[config.mk]
export PLATFORM = sky130hd
export DESIGN_NAME = sdd_div
export DESIGN_NICKNAME = d
export VERILOG_FILES = /design/src/rtl/sdd_pkg.sv /design/src/rtl/sdd_div.sv
export SDC_FILE = /design/constraint.sdc
export NUM_CORES = 1
export LEC_CHECK = 0
export BUFFER_PORTS_ARGS = -buffer_cell sky130_fd_sc_hd__buf_2
export CORE_MARGIN = 5
export CORE_UTILIZATION = 30
export CTS_BUF_LIST = sky130_fd_sc_hd__clkbuf_8
export CTS_CLUSTER_SIZE = 24
export DETAILED_ROUTE_END_ITERATION = 7
export PLACE_DENSITY = 0.47
export SYNTH_ARGS = -nofsm -noshare
export SYNTH_HDL_FRONTEND = slang
export SYNTH_SLANG_ARGS = --single-unit
[constraint.sdc]
create_clock -name clk -period 8.8 [get_ports clk]
set_input_delay 0.44 -clock clk [delete_from_list [all_inputs] [get_ports clk]]
set_output_delay 0.44 -clock clk [all_outputs]
set_load 0.005 [all_outputs]
[src/rtl/sdd_pkg.sv]
// sdd_pkg: shared types, codes and helpers for the sad stereo disparity block
// used by every module under rtl except sdd_frame_mem; no dependencies
`timescale 1ns / 1ps
`default_nettype none

package sdd_pkg;

  localparam int COL_W     = 9;
  localparam int ROW_W     = 8;
  localparam int PIX_W     = 8;
  localparam int COORD_W   = 12;  // signed, holds -2..1025
  localparam int DY_W      = 6;   // signed, holds +-15
  localparam int SAD_W     = 12;  // nine absolute differences
  localparam int DIVD_W    = 16;  // offset times 255
  localparam int CFG_IDX_W = 1;
  localparam int CFG_DAT_W = 8;

  localparam int DEF_IMG_WIDTH  = 320;
  localparam int DEF_IMG_HEIGHT = 240;
  localparam int DEF_H_RADIUS   = 150;
  localparam int DEF_V_RADIUS   = 5;

  localparam logic [PIX_W-1:0] SCALE_MAX      = 8'd255;
  localparam logic [PIX_W-1:0] THRESHOLD_INIT = 8'd10;

  localparam logic ACT_LOAD    = 1'b0;
  localparam logic ACT_COMPUTE = 1'b1;

  localparam logic [CFG_IDX_W-1:0] REG_DIFF_MODE      = 1'd0;
  localparam logic [CFG_IDX_W-1:0] REG_DIFF_THRESHOLD = 1'd1;

  typedef struct packed {
    logic             action;
    logic [COL_W-1:0] col;
    logic [ROW_W-1:0] row;
    logic [PIX_W-1:0] left_pixel;
    logic [PIX_W-1:0] right_pixel;
  } sdd_in_t;

  typedef struct packed {
    logic [PIX_W-1:0] disparity;
    logic [COL_W-1:0] out_col;
    logic [ROW_W-1:0] out_row;
  } sdd_out_t;

  // travels alongside a memory read, registered like the read data so the two arrive together
  typedef struct packed {
    logic                      lft;
    logic                      rgt;
    logic                      ok;
    logic [1:0]                iy;
    logic [1:0]                ix;
    logic                      cand;
    logic                      last;
    logic signed [COORD_W-1:0] x;
  } sdd_tag_t;

  typedef struct packed {
    logic                      done;
    logic [PIX_W-1:0]          lcenter;
    logic signed [COORD_W-1:0] best_x;
  } sdd_stat_t;

  typedef enum logic [2:0] {
    S_IDLE,
    S_LREAD,
    S_LWAIT,
    S_GATE,
    S_SCAN,
    S_DRAIN,
    S_DIV,
    S_RESULT
  } sdd_state_t;

  function automatic logic [PIX_W-1:0] pix_absdiff(input logic [PIX_W-1:0] a,
                                                   input logic [PIX_W-1:0] b);
    pix_absdiff = (a > b) ? (a - b) : (b - a);
  endfunction

endpackage

`default_nettype wire

[src/rtl/sdd_div.sv]
// sdd_div: division by a constant through a registered reciprocal multiply
// depends on sdd_pkg
`timescale 1ns / 1ps
`default_nettype none

module sdd_div #(
  parameter int DIVISOR = sdd_pkg::DEF_H_RADIUS
) (
  input  wire logic                        clk,
  input  wire logic                        rst,
  input  wire logic                        start,
  input  wire logic [sdd_pkg::DIVD_W-1:0]  dividend,
  output logic                             done,
  output logic      [sdd_pkg::DIVD_W-1:0]  quotient
);

  // exact for any 16-bit dividend and a divisor below 256
  localparam int SHIFT   = sdd_pkg::DIVD_W + 8;
  localparam int RECIP_W = SHIFT + 1;
  localparam int PROD_W  = sdd_pkg::DIVD_W + RECIP_W;
  localparam logic [RECIP_W-1:0] RECIP = RECIP_W'((2**SHIFT + DIVISOR - 1) / DIVISOR);

  logic [PROD_W-1:0] prod;

  always_ff @(posedge clk) begin
    if (start) begin
      prod <= PROD_W'(dividend) * PROD_W'(RECIP);
    end
  end

  always_ff @(posedge clk) begin
    if (rst) begin
      done <= 1'b0;
    end else begin
      done <= start;
    end
  end

  assign quotient = prod[SHIFT +: sdd_pkg::DIVD_W];

endmodule

`default_nettype wire

==> flow_summary.ini <==
[grt]
grt_first_pass_wirelength_um = 21000
grt-ovfl-total = 0
use_met2 = 0.227
grt_max_degree = 11
grt.total_usage = 0.127
grt_pass1_vias = 4083
grt-busiest-layer = met2
grt_use_met3 = 0.00198
use_met1 = 0.179
antenna_found_initial = 0

[routing]
wl_per_cell_um = 15.3
route.vias.total = 3591
via_per_inst = 4.47
drcViolationCount = 0
drt-total-wl_um = 12300
detail-route-antenna-nets = 0
dr.pass1.iters = 4
drt_iter0_markers = 104

[critical_path]
cp_data_required_time_ns = 8.78
crit_start = dividend[14]
cp-endpoint = prod[28]
end_kind = flip-flop
cp_slowest_stage_delay_ns = 0.56
cp.depth = 18
crit_buf_inv = 5
cp-start-kind = input pin
cp_cell_sequence = buf_2 > fa_1 > fa_1 > inv_1 > fa_1 > fa_1 > inv_1 > fa_1 > inv_1 > fa_1 > inv_1 > ha_1 > and4_4 > and2_4 > a221oi_4 > o211ai_2 > a21oi_2 > xnor2_1
crit_family = adder cells
worstSetupPathType = in2reg
slowest_stage = fa_1
critPathMaxFanout = 7
crit_path_frequent_cell = fa_1
arrival_ns = 5.42

[layout]
layout_common_cells = inv_1 (168), ha_1 (131), fa_1 (96)
area_growth_pct = 8.39
mostFrequentLayoutCell = inv_1
diodes = 0
finalNetCount = 822
nFillCells = 1858
fin_util = 0.327
drive_gt1_frac = 0.0800

[yosys]
mappedNetlistArea_um2 = 5390
async_reset_ff_frac = 0
synth_area_per_cell_um2 = 9.90
netlist_instances = 544
ys_ff_latch = 10
yosysWarnings = 0
yosys_most_used_dff = edfxtp_1
seq_area_frac_synth = 0.0539
synth_edf_count = 9
synth_cell_types = 45

[sta]
holdWs_ns = 0.364
max_freq_ghz = 0.184
min_period_ns = 5.44
setup_ws_ns = 3.36
setup_violations = 0
period_share = 0.619
rsz0062_at_grt = false
timing.final.hold_violations = 0
maxSlewViolCount = 0
final.setup.tns_ns = 0

[outcome]
status = finished clean

[floorplanning]
die_height_um = 144
num_rows = 49
core_area_um2 = 17800
die_w_um = 144
die_area_um2 = 20700
start_util = 0.302
io-pin-count = 36

[clocking]
ctsRootBufferMaster = clkbuf_8
numCtsBuffers = 3
clk_pin_slew_worst_paths_ns = 0.05
cts_resized = 0
cts_tree = done
ctsLongestPathBuffers = 2
cts_sinks = 10
ctsHoldBuffers = 0
post_cts_buffers = 0
cts_max_level = 1

[worst_hold_path]
hold_path_class = in2reg

[placed_design]
numPortBuffers = 28
dpl_worst_slack_ns = 3.10
dp_hpwl_um = 11600
gp_congestion = 0.851

[flow_run]
max_cap_viol_count = 0
==> state kept, by name, indices dropped and copies added (netlist names) <==
name	flops
done	1
prod	9
==> through the flow <==
| step | area, um^2 | instances |
|---|---|---|
| final | 5840 | 804 |
| after global routing | 5840 | 804 |
| after CTS | 5840 | 804 |
| after detailed placement | 5780 | 800 |
| after global placement | 5780 | 800 |
| after floorplan | 5410 | 550 |
==> cell type report <==
cell class / instances / area, um^2 / share of cell area
Clock buffer: 4 / 55.1 / 0.00943
Inverter: 168 / 631 / 0.108
Multi-Input combinational cell: 365 / 4440 / 0.760
Sequential cell: 10 / 290 / 0.0497
Tap cell: 229 / 287 / 0.0491
Timing Repair Buffer: 28 / 140 / 0.0240
==> cells in the mapped netlist, drive strengths merged, types with 2 or more instances <==
master | instances | area share
inv | 168 | 0.12
ha | 131 | 0.30
fa | 96 | 0.36
a21oi | 27 | 0.027
nand2 | 14 | 0.0098
nor2 | 11 | 0.0077
xnor2 | 10 | 0.016
edfxtp | 9 | 0.050
o21ai | 9 | 0.0084
buf | 7 | 0.0098
nand3 | 5 | 0.0046
o211ai | 5 | 0.0088
and2 | 4 | 0.0056
and3 | 4 | 0.0049
nand4 | 4 | 0.0058
nor3 | 4 | 0.0037
o2111ai | 4 | 0.0065
o21bai | 4 | 0.0056
a21o | 3 | 0.0042
a221oi | 3 | 0.0081
or2 | 3 | 0.0035
o21a | 2 | 0.0028
o31a | 2 | 0.0033
==> metal layers <==
| layer | wire (um) | part of all wire |
|---|---|---|
| met2 | 6140 | 0.50 |
| met3 | 133 | 0.011 |
| met4 | 131 | 0.011 |
| met5 | 0 | 0 |
| met1 | 5880 | 0.48 |
==> worst min path at each step <==
| stage | to | cells past startpoint | start | slack (ns) |
|---|---|---|---|---|
| final | done | 2 | rst | 0.36 |
| after detailed placement | done | 2 | rst | 0.60 |
| after floorplan | done | 1 | rst | 0.51 |
| after global placement | done | 2 | rst | 0.60 |
| after global routing | done | 2 | rst | 0.36 |
| after CTS | done | 2 | rst | 0.36 |
==> cell families (layout without fill, tap and decap cells) <==
group	after synthesis	count (layout)	share of synthesized area
AO/OA/AOI/OAI	65	65	0.0846
XOR/XNOR	11	11	0.0179
adder cells (fa/ha/maj)	227	227	0.661
buffers and inverters	175	200	0.127
flip-flops	10	10	0.0539
multiplexers	1	1	0.00186
other	1	7	0.000696
AND/OR/NAND/NOR	54	54	0.0532
Power is not shown: default switching activity piles up to over one toggle a cycle in this logic, so the estimate is an artifact.
