[src/rtl/sdd_pkg.sv]
// sdd_pkg: shared types, codes and helpers for the sad stereo disparity block
// used by every module under rtl except sdd_frame_mem; no dependencies
`timescale 1ns / 1ps
`default_nettype none

package sdd_pkg;

  localparam int COL_W     = 9;
  localparam int ROW_W     = 8;
  localparam int PIX_W     = 8;
  localparam int COORD_W   = 12;  // signed, holds -2..1025
  localparam int DY_W      = 6;   // signed, holds +-15
  localparam int SAD_W     = 12;  // nine absolute differences
  localparam int DIVD_W    = 16;  // offset times 255
  localparam int CFG_IDX_W = 1;
  localparam int CFG_DAT_W = 8;

  localparam int DEF_IMG_WIDTH  = 320;
  localparam int DEF_IMG_HEIGHT = 240;
  localparam int DEF_H_RADIUS   = 150;
  localparam int DEF_V_RADIUS   = 5;

  localparam logic [PIX_W-1:0] SCALE_MAX      = 8'd255;
  localparam logic [PIX_W-1:0] THRESHOLD_INIT = 8'd10;

  localparam logic ACT_LOAD    = 1'b0;
  localparam logic ACT_COMPUTE = 1'b1;

  localparam logic [CFG_IDX_W-1:0] REG_DIFF_MODE      = 1'd0;
  localparam logic [CFG_IDX_W-1:0] REG_DIFF_THRESHOLD = 1'd1;

  typedef struct packed {
    logic             action;
    logic [COL_W-1:0] col;
    logic [ROW_W-1:0] row;
    logic [PIX_W-1:0] left_pixel;
    logic [PIX_W-1:0] right_pixel;
  } sdd_in_t;

  typedef struct packed {
    logic [PIX_W-1:0] disparity;
    logic [COL_W-1:0] out_col;
    logic [ROW_W-1:0] out_row;
  } sdd_out_t;

  // travels alongside a memory read, registered like the read data so the two arrive together
  typedef struct packed {
    logic                      lft;
    logic                      rgt;
    logic                      ok;
    logic [1:0]                iy;
    logic [1:0]                ix;
    logic                      cand;
    logic                      last;
    logic signed [COORD_W-1:0] x;
  } sdd_tag_t;

  typedef struct packed {
    logic                      done;
    logic [PIX_W-1:0]          lcenter;
    logic signed [COORD_W-1:0] best_x;
  } sdd_stat_t;

  typedef enum logic [2:0] {
    S_IDLE,
    S_LREAD,
    S_LWAIT,
    S_GATE,
    S_SCAN,
    S_DRAIN,
    S_DIV,
    S_RESULT
  } sdd_state_t;

  function automatic logic [PIX_W-1:0] pix_absdiff(input logic [PIX_W-1:0] a,
                                                   input logic [PIX_W-1:0] b);
    pix_absdiff = (a > b) ? (a - b) : (b - a);
  endfunction

endpackage

`default_nettype wire

[src/rtl/sdd_sad_unit.sv]
// sdd_sad_unit: left kernel, sliding right window, candidate sad and running minimum
// depends on sdd_pkg
`timescale 1ns / 1ps
`default_nettype none

module sdd_sad_unit (
  input  wire logic                  clk,
  input  wire logic                  rst,
  input  wire logic                  clear,
  input  wire sdd_pkg::sdd_tag_t     tag,
  input  wire logic [7:0]            left_data,
  input  wire logic [7:0]            right_data,
  output sdd_pkg::sdd_stat_t         stat
);

  logic [7:0] lwin  [3][3];
  logic       lmask [3][3];
  logic [7:0] rwin  [3][3];
  logic       rmask [3][3];
  logic [7:0] colbuf [2];
  logic       colok  [2];

  logic                               win_go;
  logic                               win_last;
  logic signed [sdd_pkg::COORD_W-1:0] win_x;

  logic [sdd_pkg::SAD_W-1:0]          sad_sum;
  logic [sdd_pkg::SAD_W-1:0]          sad_q;
  logic                               sad_go;
  logic                               sad_last;
  logic signed [sdd_pkg::COORD_W-1:0] sad_x;

  logic                               have;
  logic [sdd_pkg::SAD_W-1:0]          best_sad;
  logic signed [sdd_pkg::COORD_W-1:0] best_x;
  logic                               done;

  // left kernel capture
  always_ff @(posedge clk) begin
    if (tag.lft) begin
      lwin[tag.iy][tag.ix]  <= tag.ok ? left_data : 8'd0;
      lmask[tag.iy][tag.ix] <= tag.ok;
    end
  end

  // right columns arrive top to bottom, the window shifts when a column is whole
  always_ff @(posedge clk) begin
    if (tag.rgt && tag.iy != 2'd2) begin
      colbuf[tag.iy[0]] <= right_data;
      colok[tag.iy[0]]  <= tag.ok;
    end
    if (tag.rgt && tag.iy == 2'd2) begin
      for (int r = 0; r < 3; r++) begin
        rwin[r][0]  <= rwin[r][1];
        rwin[r][1]  <= rwin[r][2];
        rmask[r][0] <= rmask[r][1];
        rmask[r][1] <= rmask[r][2];
      end
      rwin[0][2]  <= colbuf[0];
      rwin[1][2]  <= colbuf[1];
      rwin[2][2]  <= right_data;
      rmask[0][2] <= colok[0];
      rmask[1][2] <= colok[1];
      rmask[2][2] <= tag.ok;
      win_x       <= tag.x - sdd_pkg::COORD_W'(1);
    end
  end

  always_ff @(posedge clk) begin
    if (rst) begin
      win_go   <= 1'b0;
      win_last <= 1'b0;
    end else begin
      win_go   <= tag.rgt && tag.iy == 2'd2 && tag.cand;
      win_last <= tag.rgt && tag.iy == 2'd2 && tag.last;
    end
  end

  always_comb begin
    sad_sum = '0;
    for (int r = 0; r < 3; r++) begin
      for (int c = 0; c < 3; c++) begin
        if (lmask[r][c] && rmask[r][c]) begin
          sad_sum = sad_sum +
                    sdd_pkg::SAD_W'(sdd_pkg::pix_absdiff(lwin[r][c], rwin[r][c]));
        end
      end
    end
  end

  always_ff @(posedge clk) begin
    sad_q <= sad_sum;
    sad_x <= win_x;
  end

  always_ff @(posedge clk) begin
    if (rst) begin
      sad_go   <= 1'b0;
      sad_last <= 1'b0;
    end else begin
      sad_go   <= win_go;
      sad_last <= win_last;
    end
  end

  // first strict minimum in scan order
  always_ff @(posedge clk) begin
    if (rst) begin
      have <= 1'b0;
      done <= 1'b0;
    end else begin
      done <= sad_last;
      if (clear) begin
        have <= 1'b0;
      end else if (sad_go && (!have || sad_q < best_sad)) begin
        have     <= 1'b1;
        best_sad <= sad_q;
        best_x   <= sad_x;
      end
    end
  end

  assign stat.done    = done;
  assign stat.lcenter = lwin[1][1];
  assign stat.best_x  = best_x;

endmodule

`default_nettype wire

[config.mk]
export PLATFORM = sky130hd
export DESIGN_NAME = sdd_sad_unit
export DESIGN_NICKNAME = d
export VERILOG_FILES = /design/src/rtl/sdd_pkg.sv /design/src/rtl/sdd_sad_unit.sv
export SDC_FILE = /design/constraint.sdc
export NUM_CORES = 1
export LEC_CHECK = 0
export ABC_AREA = 1
export BUFFER_PORTS_ARGS = -buffer_cell sky130_fd_sc_hd__buf_2
export CORE_UTILIZATION = 60
export CTS_CLUSTER_SIZE = 20
export DETAILED_ROUTE_END_ITERATION = 7
export GPL_TIMING_DRIVEN = 0
export PLACE_DENSITY = 0.76
export SLEW_MARGIN = 30
export SYNTH_ARGS = -nofsm -noshare
export SYNTH_HDL_FRONTEND = slang
export SYNTH_SLANG_ARGS = --single-unit
[constraint.sdc]
create_clock -name clk -period 22.7 [get_ports clk]
set_input_delay 2.27 -clock clk [delete_from_list [all_inputs] [get_ports clk]]
set_output_delay 2.27 -clock clk [all_outputs]
set_load 0.02 [all_outputs]
==> results of run 1 <==
registers in the layout (all words and copies together), names as in the netlist:
register  cells
colbuf       16
win_x        12
best_x       12
lwin         72
sad_x        12
done          1
rwin         72
sad_q        12
colok         2
best_sad     12
sad_last      1
have          1
sad_go        1
win_last      1
win_go        1
rmask         9
lmask         9
through the flow:
step	cell area, um^2	setup slack, ns	instances	util (%)
2_1_floorplan	17800	13.07	2033	-
3_3_place_gp	18500	12.12	2477	64.1
3_5_place_dp	18700	11.88	2483	64.7
4_1_cts	19500	11.86	2531	67.5
5_1_grt	19500	10.79	2531	67.5
6_report	19500	11.72	2531	67.5
power groups by stage:
| stage | sequential [uW] | combinational [uW] | clock [uW] |
|---|---|---|---|
| after CTS | 514 | 219 | 409 |
| after global routing | 515 | 252 | 424 |
| final | 514 | 221 | 401 |
| after global placement | 524 | 208 | 0 |
| after detailed placement | 524 | 218 | 0 |
| after floorplan | 522 | 164 | 0 |
worst max path at each step:
stage                                      from                end  slack [ns]  cells after the start
final                      rwin[0][8]$_DFFE_PP_  sad_q[11]$_DFF_P_       11.72                     66
after global routing      rwin[0][11]$_DFFE_PP_  sad_q[11]$_DFF_P_       10.79                     64
after CTS                  rwin[0][8]$_DFFE_PP_  sad_q[11]$_DFF_P_       11.86                     66
after detailed placement   lwin[0][8]$_DFFE_PP_  sad_q[11]$_DFF_P_       11.88                     67
after global placement     lwin[0][8]$_DFFE_PP_  sad_q[11]$_DFF_P_       12.12                     67
after floorplan            lwin[0][8]$_DFFE_PP_  sad_q[11]$_DFF_P_       13.07                     67
synthesized netlist by cell type, types with 3 or more instances:
library cell  count  area [um^2]
nor2_1           91          342
xnor2_1          26          228
o311ai_0          5         43.8
a21oi_1         134          671
a21oi_2           4         35.0
a31oi_1           8         50.1
nor3_1           12         60.1
inv_1           419         1570
nand3_1         109          546
xor2_1           62          543
nor2_2            3         18.8
fa_1             26          521
ha_1            211         2640
o21bai_1          3         22.5
a22oi_1           3         22.5
and2_1           13         81.3
o2bb2ai_1         4         35.0
mux2i_1          13          130
buf_4             9         67.6
nand2_1         389         1460
o21ai_0          91          455
o211ai_1          7         52.6
dfxtp_1          30          601
nand4_1          18          113
nand3_2           8         80.1
clkbuf_1         10         37.5
nand2_2          19          119
o221ai_1          6         52.6
a21o_1           18          135
nand2_4           8         90.1
a21boi_0          5         37.5
a211oi_1          4         30.0
edfxtp_1        216         6490
or2_2            21          131
buf_1             4         15.0
inv_2             4         15.0
layout by cell type, fill, tap and decap left out, types with 4 or more instances in the layout:
| cell type | n |
|---|---|
| a21o_1 | 18 |
| a21oi_2 | 4 |
| clkinv_2 | 4 |
| nand2_1 | 389 |
| xor2_1 | 62 |
| o311ai_0 | 5 |
| o21ai_0 | 91 |
| a31oi_1 | 8 |
| o2bb2ai_1 | 4 |
| nand2_2 | 19 |
| buf_16 | 5 |
| inv_2 | 4 |
| buf_2 | 61 |
| nor2_1 | 86 |
| a21oi_1 | 134 |
| o221ai_1 | 6 |
| nand4_1 | 18 |
| nor2_2 | 6 |
| xnor2_1 | 26 |
| buf_4 | 9 |
| o211ai_1 | 7 |
| mux2i_1 | 13 |
| clkbuf_16 | 26 |
| ha_1 | 211 |
| a21boi_0 | 5 |
| nand3_1 | 109 |
| a211oi_1 | 4 |
| nor3_1 | 12 |
| or2_2 | 21 |
| edfxtp_1 | 216 |
| clkinvlp_4 | 4 |
| nand2_4 | 8 |
| buf_1 | 4 |
| nand3_2 | 8 |
| clkbuf_1 | 14 |
| inv_1 | 419 |
| and2_1 | 13 |
| clkinv_1 | 4 |
| fa_1 | 26 |
| dfxtp_1 | 30 |
logic make-up (layout without fill, tap and decap cells):
kind of cell / after synthesis / after routing
buffers and inverters: 447 / 561
multiplexers: 13 / 13
XOR/XNOR: 88 / 88
adder cells (fa/ha/maj): 237 / 237
AND/OR/NAND/NOR: 701 / 701
AO/OA/AOI/OAI: 301 / 301
flip-flops: 246 / 246
worst reg2reg max path: cells and delay by family, from the launching register on:
kind	cells	cell delay, ns
xor+xnor	3	0.48
simple gates	24	3.64
compound gates	16	2.60
buf+inv	13	0.75
fa+ha+maj	10	3.00
flops	1	0.43
area by class of cell:
type | instances | area [um^2] | area share (%)
Clock inverter | 16 | 129 | 0.660
Tap cell | 384 | 480 | 2.46
Sequential cell | 246 | 7090 | 36.3
Timing Repair Buffer | 66 | 453 | 2.32
Clock buffer | 32 | 693 | 3.55
Buffer | 24 | 125 | 0.640
Inverter | 423 | 1590 | 8.13
Multi-Input combinational cell | 1340 | 8980 | 46.0
layer usage:
metal	vias to the layer above	global-route usage [%]	part of all wire [%]
li1	6820	-	-
met1	6342	38.0	47
met2	353	44.0	46
met3	58	2.47	4.9
met4	0	6.43	1.8
met5	-	0	0
==> metrics, run 1 <==
RSZ-0062 raised after global routing no; I/O pins 61; initial antenna violation count 0; switch share 27.9%; Synth Area in XOR/XNOR 4.34%; die area 30300 um^2; Nets 2404; Clock Path Buffers 3; Hold EP sad_x[10]$_DFF_P_; Worst-Margin Slew 0.962 ns; maximum clock frequency 91.1 MHz; setup total negative slack 0 ns; Routed Wire Length 39600 um; Clk Latency, worst-skew pair 0.53 ns; Initial Util 61.4%; Synth cell types 51; syn nets 2310; Syn Inst Count 2033; Hold Path Class flip-flop to flip-flop; DR vias 13600; Total GRT Usage 26.7%; drt drc 0; Yosys warnings 0; Worst-path clk slew 0.06 ns; drt pass-1 iters 8; Post-CTS Setup Bufs 0; mux contribution to synthesized area 0.733%; total grt overflow 0; sw power 317 uW; Tcrit/Tclk final 48.4%; Leakage 0.00973 uW; Max stage delay on crit path 0.43 ns; RD Place Congestion 0.937; Worst Hold Slack 0.340 ns; row cnt 62; Cell Int Power 820 uW; Seq pwr share 45.2%; Avg WL per Cell 15.7 um; Synth-to-Final Area Change 10.0%; max-cap viol count 0; Slew Limit Fails 0; clk root buf clkbuf_16; final setup skew 0.0196 ns; critical path's slowest cell edfxtp_1; Post-Syn Area per Cell 8.74 um^2; CTS sink count 246; normalized max-slew margin 35.6%; Crit. End Element flip-flop; core box area 28900 um^2; die height 174 um; fill count 2333; hold path cells 0; port bufs 60; Worst Min Path Start win_x[10]$_DFFE_PP_; 1st-iter DRT viols 1063; Die W 174 um; sequential area share after synthesis 39.9%; Hold-fix buffers, CTS 0; largest family of logic cells by synthesized area simple AND/OR/NAND/NOR gates; delay-heaviest family, CP simple AND/OR/NAND/NOR gates; Max VDD drop 0.0740 mV; Critical Path Start Type flip-flop; Final Setup Violations 0; CTS tree done; clock network power share 35.3%; outcome finished, final reports clean; number of synthesized register bits 246; data required time at the worst endpoint 23.13 ns; largest net degree at the start of global routing 26; ys async rst share 0%; Routed Antenna Nets 0; r2r setup slk 11.72 ns; Worst EP arrival 11.40 ns; synthesized area 17800 um^2; Compound-Gate Fraction of Synth Area 9.69%; PD cells 58.2 nW/um^2; Final min period 10.98 ns; first-pass GRT wire length 64100 um; total CTS buffers 26; synthesized-area fraction occupied by adder cells 17.8%; Worst R2R Start rwin[0][8]$_DFFE_PP_; Final Hold Viols 0; DP HPWL 31300 um; most used flip-flop cell after synthesis edfxtp_1; Overall Power 1140 uW; WP buf/inv 13; H-tree Lvls 1; Synth Area in Simple Gates 17.9%; # resized after CTS 0; Via density 5.36; antenna cells 0; CP Max Fanout 9; worst r2r dst sad_q[11]$_DFF_P_; Comb pwr share 19.4%; cells on worst reg2reg path 66; share of post-route cells with drive strength above 1 9.18%; CP Class flip-flop to flip-flop; vias in the first global route 13200; EDFF count, synth 216
Power figures use the tool's default switching activity.
==> inputs of run 2 (changes only) <==
--- a/config.mk
+++ b/config.mk
@@ -5,7 +5,7 @@
 export SDC_FILE = /design/constraint.sdc
 export NUM_CORES = 1
 export LEC_CHECK = 0
-export ABC_AREA = 1
+export ABC_AREA = 0
 export BUFFER_PORTS_ARGS = -buffer_cell sky130_fd_sc_hd__buf_2
 export CORE_UTILIZATION = 60
 export CTS_CLUSTER_SIZE = 20
==> constraint.sdc (replaced) <==
create_clock -name clk -period 11.1 [get_ports clk]
set_input_delay 1.11 -clock clk [delete_from_list [all_inputs] [get_ports clk]]
set_output_delay 1.11 -clock clk [all_outputs]
set_load 0.02 [all_outputs]
==> metrics, run 2 <==
synthesized area 17500 um^2; Critical Path Start Type flip-flop; total CTS buffers 27; Syn Inst Count 1688; Leakage 0.00900 uW; most frequent CP cell a21o_1; drt pass-1 iters 5; dominant cells by area after synthesis edfxtp_1 37%, ha_1 15%, inv_1 4.6%; H-tree Lvls 1; Worst EP arrival 11.20 ns; commonest non-fill, non-tap cell in the layout edfxtp_1; first-pass GRT wire length 64500 um; max-cap viol count 0; register area 7090 um^2; Synth-to-Final Area Change 15.0%; Worst R2R Start rwin[0][8]$_DFFE_PP_; Overall Power 2550 uW; Slew Limit Fails 0; top cell type's share of synthesized area 37.1%; Crit. End Element flip-flop; final worst setup slack 0.342 ns; Routed Antenna Nets 0; Clock Path Buffers 3; critical path startpoint rwin[0][8]$_DFFE_PP_; Max VDD drop 0.136 mV; top-count cell post-synth edfxtp_1; normalized max-slew margin 36.8%; Clk Latency, worst-skew pair 0.56 ns; row cnt 62; Initial Util 60.9%; RD Place Congestion 0.932; Avg WL per Cell 18.7 um; syn nets 1965; DP HPWL 31000 um; mux contribution to synthesized area 4.74%; Synth cell types 71; Final min period 10.76 ns; sequential area share after synthesis 40.6%; most used flip-flop cell after synthesis edfxtp_1; Multi-input gate area 9900 um^2; total grt overflow 0; vias in the first global route 12700; die height 173 um; Max stage delay on crit path 0.43 ns; PD cells 127 nW/um^2; share of post-route cells with drive strength above 1 16.1%; Hold-fix buffers, CTS 0; Final Util 70.0%; Via density 5.81; Yosys warnings 0; I/O pins 61; Nets 2099; Synth area leader edfxtp_1; 1st-iter DRT viols 810; synthesized-area fraction occupied by adder cells 18.1%; Total GRT Usage 27.5%; die area 29800 um^2; Worst-Margin Slew 0.945 ns; fill count 2083; Synth Area in Simple Gates 9.67%; most frequent cells in the layout 216 x edfxtp_1, 213 x inv_1, 196 x ha_1, 96 x nor2_1, 96 x nand2_1; Synth Area in XOR/XNOR 5.50%; pre-CTS setup slack -0.845 ns; largest family of logic cells by synthesized area adder cells; Post-synth top cells 216 x edfxtp_1, 215 x inv_1, 211 x ha_1; Hold Path Class flip-flop to flip-flop; antenna cells 0; largest net degree at the start of global routing 25; drt drc 0; CP Max Fanout 7; Die W 173 um; maximum clock frequency 93.0 MHz; data required time at the worst endpoint 11.54 ns; critical path's slowest cell edfxtp_1; port bufs 60; initial antenna violation count 2; design area 20100 um^2; number of synthesized register bits 246; Worst-path clk slew 0.06 ns; cells on worst reg2reg path 59; Routed Wire Length 41600 um; Worst Hold Slack 0.340 ns; Compound-Gate Fraction of Synth Area 15.7%; ys async rst share 0%; Worst Min Path Start win_x[3]$_DFFE_PP_; final setup skew 0.0178 ns; CP Class flip-flop to flip-flop; Placed Instance Area 18400 um^2; outcome finished, final reports clean; Tcrit/Tclk final 96.9%; DR vias 12900; Final Setup Violations 0; core box area 28700 um^2; CTS sink count 246; hold path cells 0; Final Hold Viols 0; EDFF count, synth 216; Post-Syn Area per Cell 10.3 um^2; clk root buf clkbuf_16; CTS tree done
run 2: changes by cell type after synthesis, moves of 31 or more:
cell     before  now
xnor2_1      26   73
nand2_1     389   98
nand3_1     109   25
a21oi_1     134   94
mux2_2        0   33
inv_1       419  215
a21o_1       18   88
mux2i_1      13   44
run 2: final cells by class:
cell class | instances | area share (%)
multi-input cells | 1187 | 49.3
well taps | 384 | 2.39
clock buffers | 38 | 3.78
plain buffers | 40 | 1.02
inverters | 215 | 4.02
flip-flops and latches | 246 | 35.3
clock inverters | 12 | 0.617
repair buffers | 105 | 3.61
run 2: critical path: cells and delay by family (launching register included):
family                   cells  cell delay [ns]
AO/OA/AOI/OAI               25             3.88
flip-flops                   1             0.43
AND/OR/NAND/NOR             15             1.88
buffers and inverters        5             0.49
XOR/XNOR                     3             0.50
adder cells (fa/ha/maj)     10             3.18
multiplexers                 1             0.31
run 2: final timing paths:
check                      end  slack, ns
max          sad_q[10]$_DFF_P_       0.34
min           sad_x[3]$_DFF_P_       0.34
max reg2reg  sad_q[10]$_DFF_P_       0.34
min reg2reg   sad_x[3]$_DFF_P_       0.34
run 2: cells by family (layout without fill, tap and decap cells):
group,after synthesis,count (layout)
buf+inv,255,410
fa+ha+maj,237,237
mux,78,78
flops,246,246
compound gates,407,407
simple gates,357,357
xor+xnor,108,108
run 2: repair_timing:
item                                    CTS  global route
endpoints found under the setup margin    6             6
setup buffers                            16            24
resized for setup                        34            77
cloned                                    0             0
pin swaps                                15            53
run 2: metrics by stage:
stage | cells | setup TNS [ns]
floorplan | 1688 | 0
global placement | 2132 | -1.41
finish | 2227 | 0
detailed placement | 2137 | -2.39
CTS | 2203 | 0
global route | 2227 | -0.258
run 2: power breakdown:
part | switching, uW | internal (uW)
Clock | 367 | 524
Combinational | 326 | 276
Sequential | 16.8 | 1040
run 2: routing by layer:
layer	wire, um	up-vias	global-route usage (%)
met3	2370	77	3.32
li1	-	6245	-
met5	0	-	0
met1	18200	6249	37.3
met4	1060	0	8.30
met2	20000	365	46.2
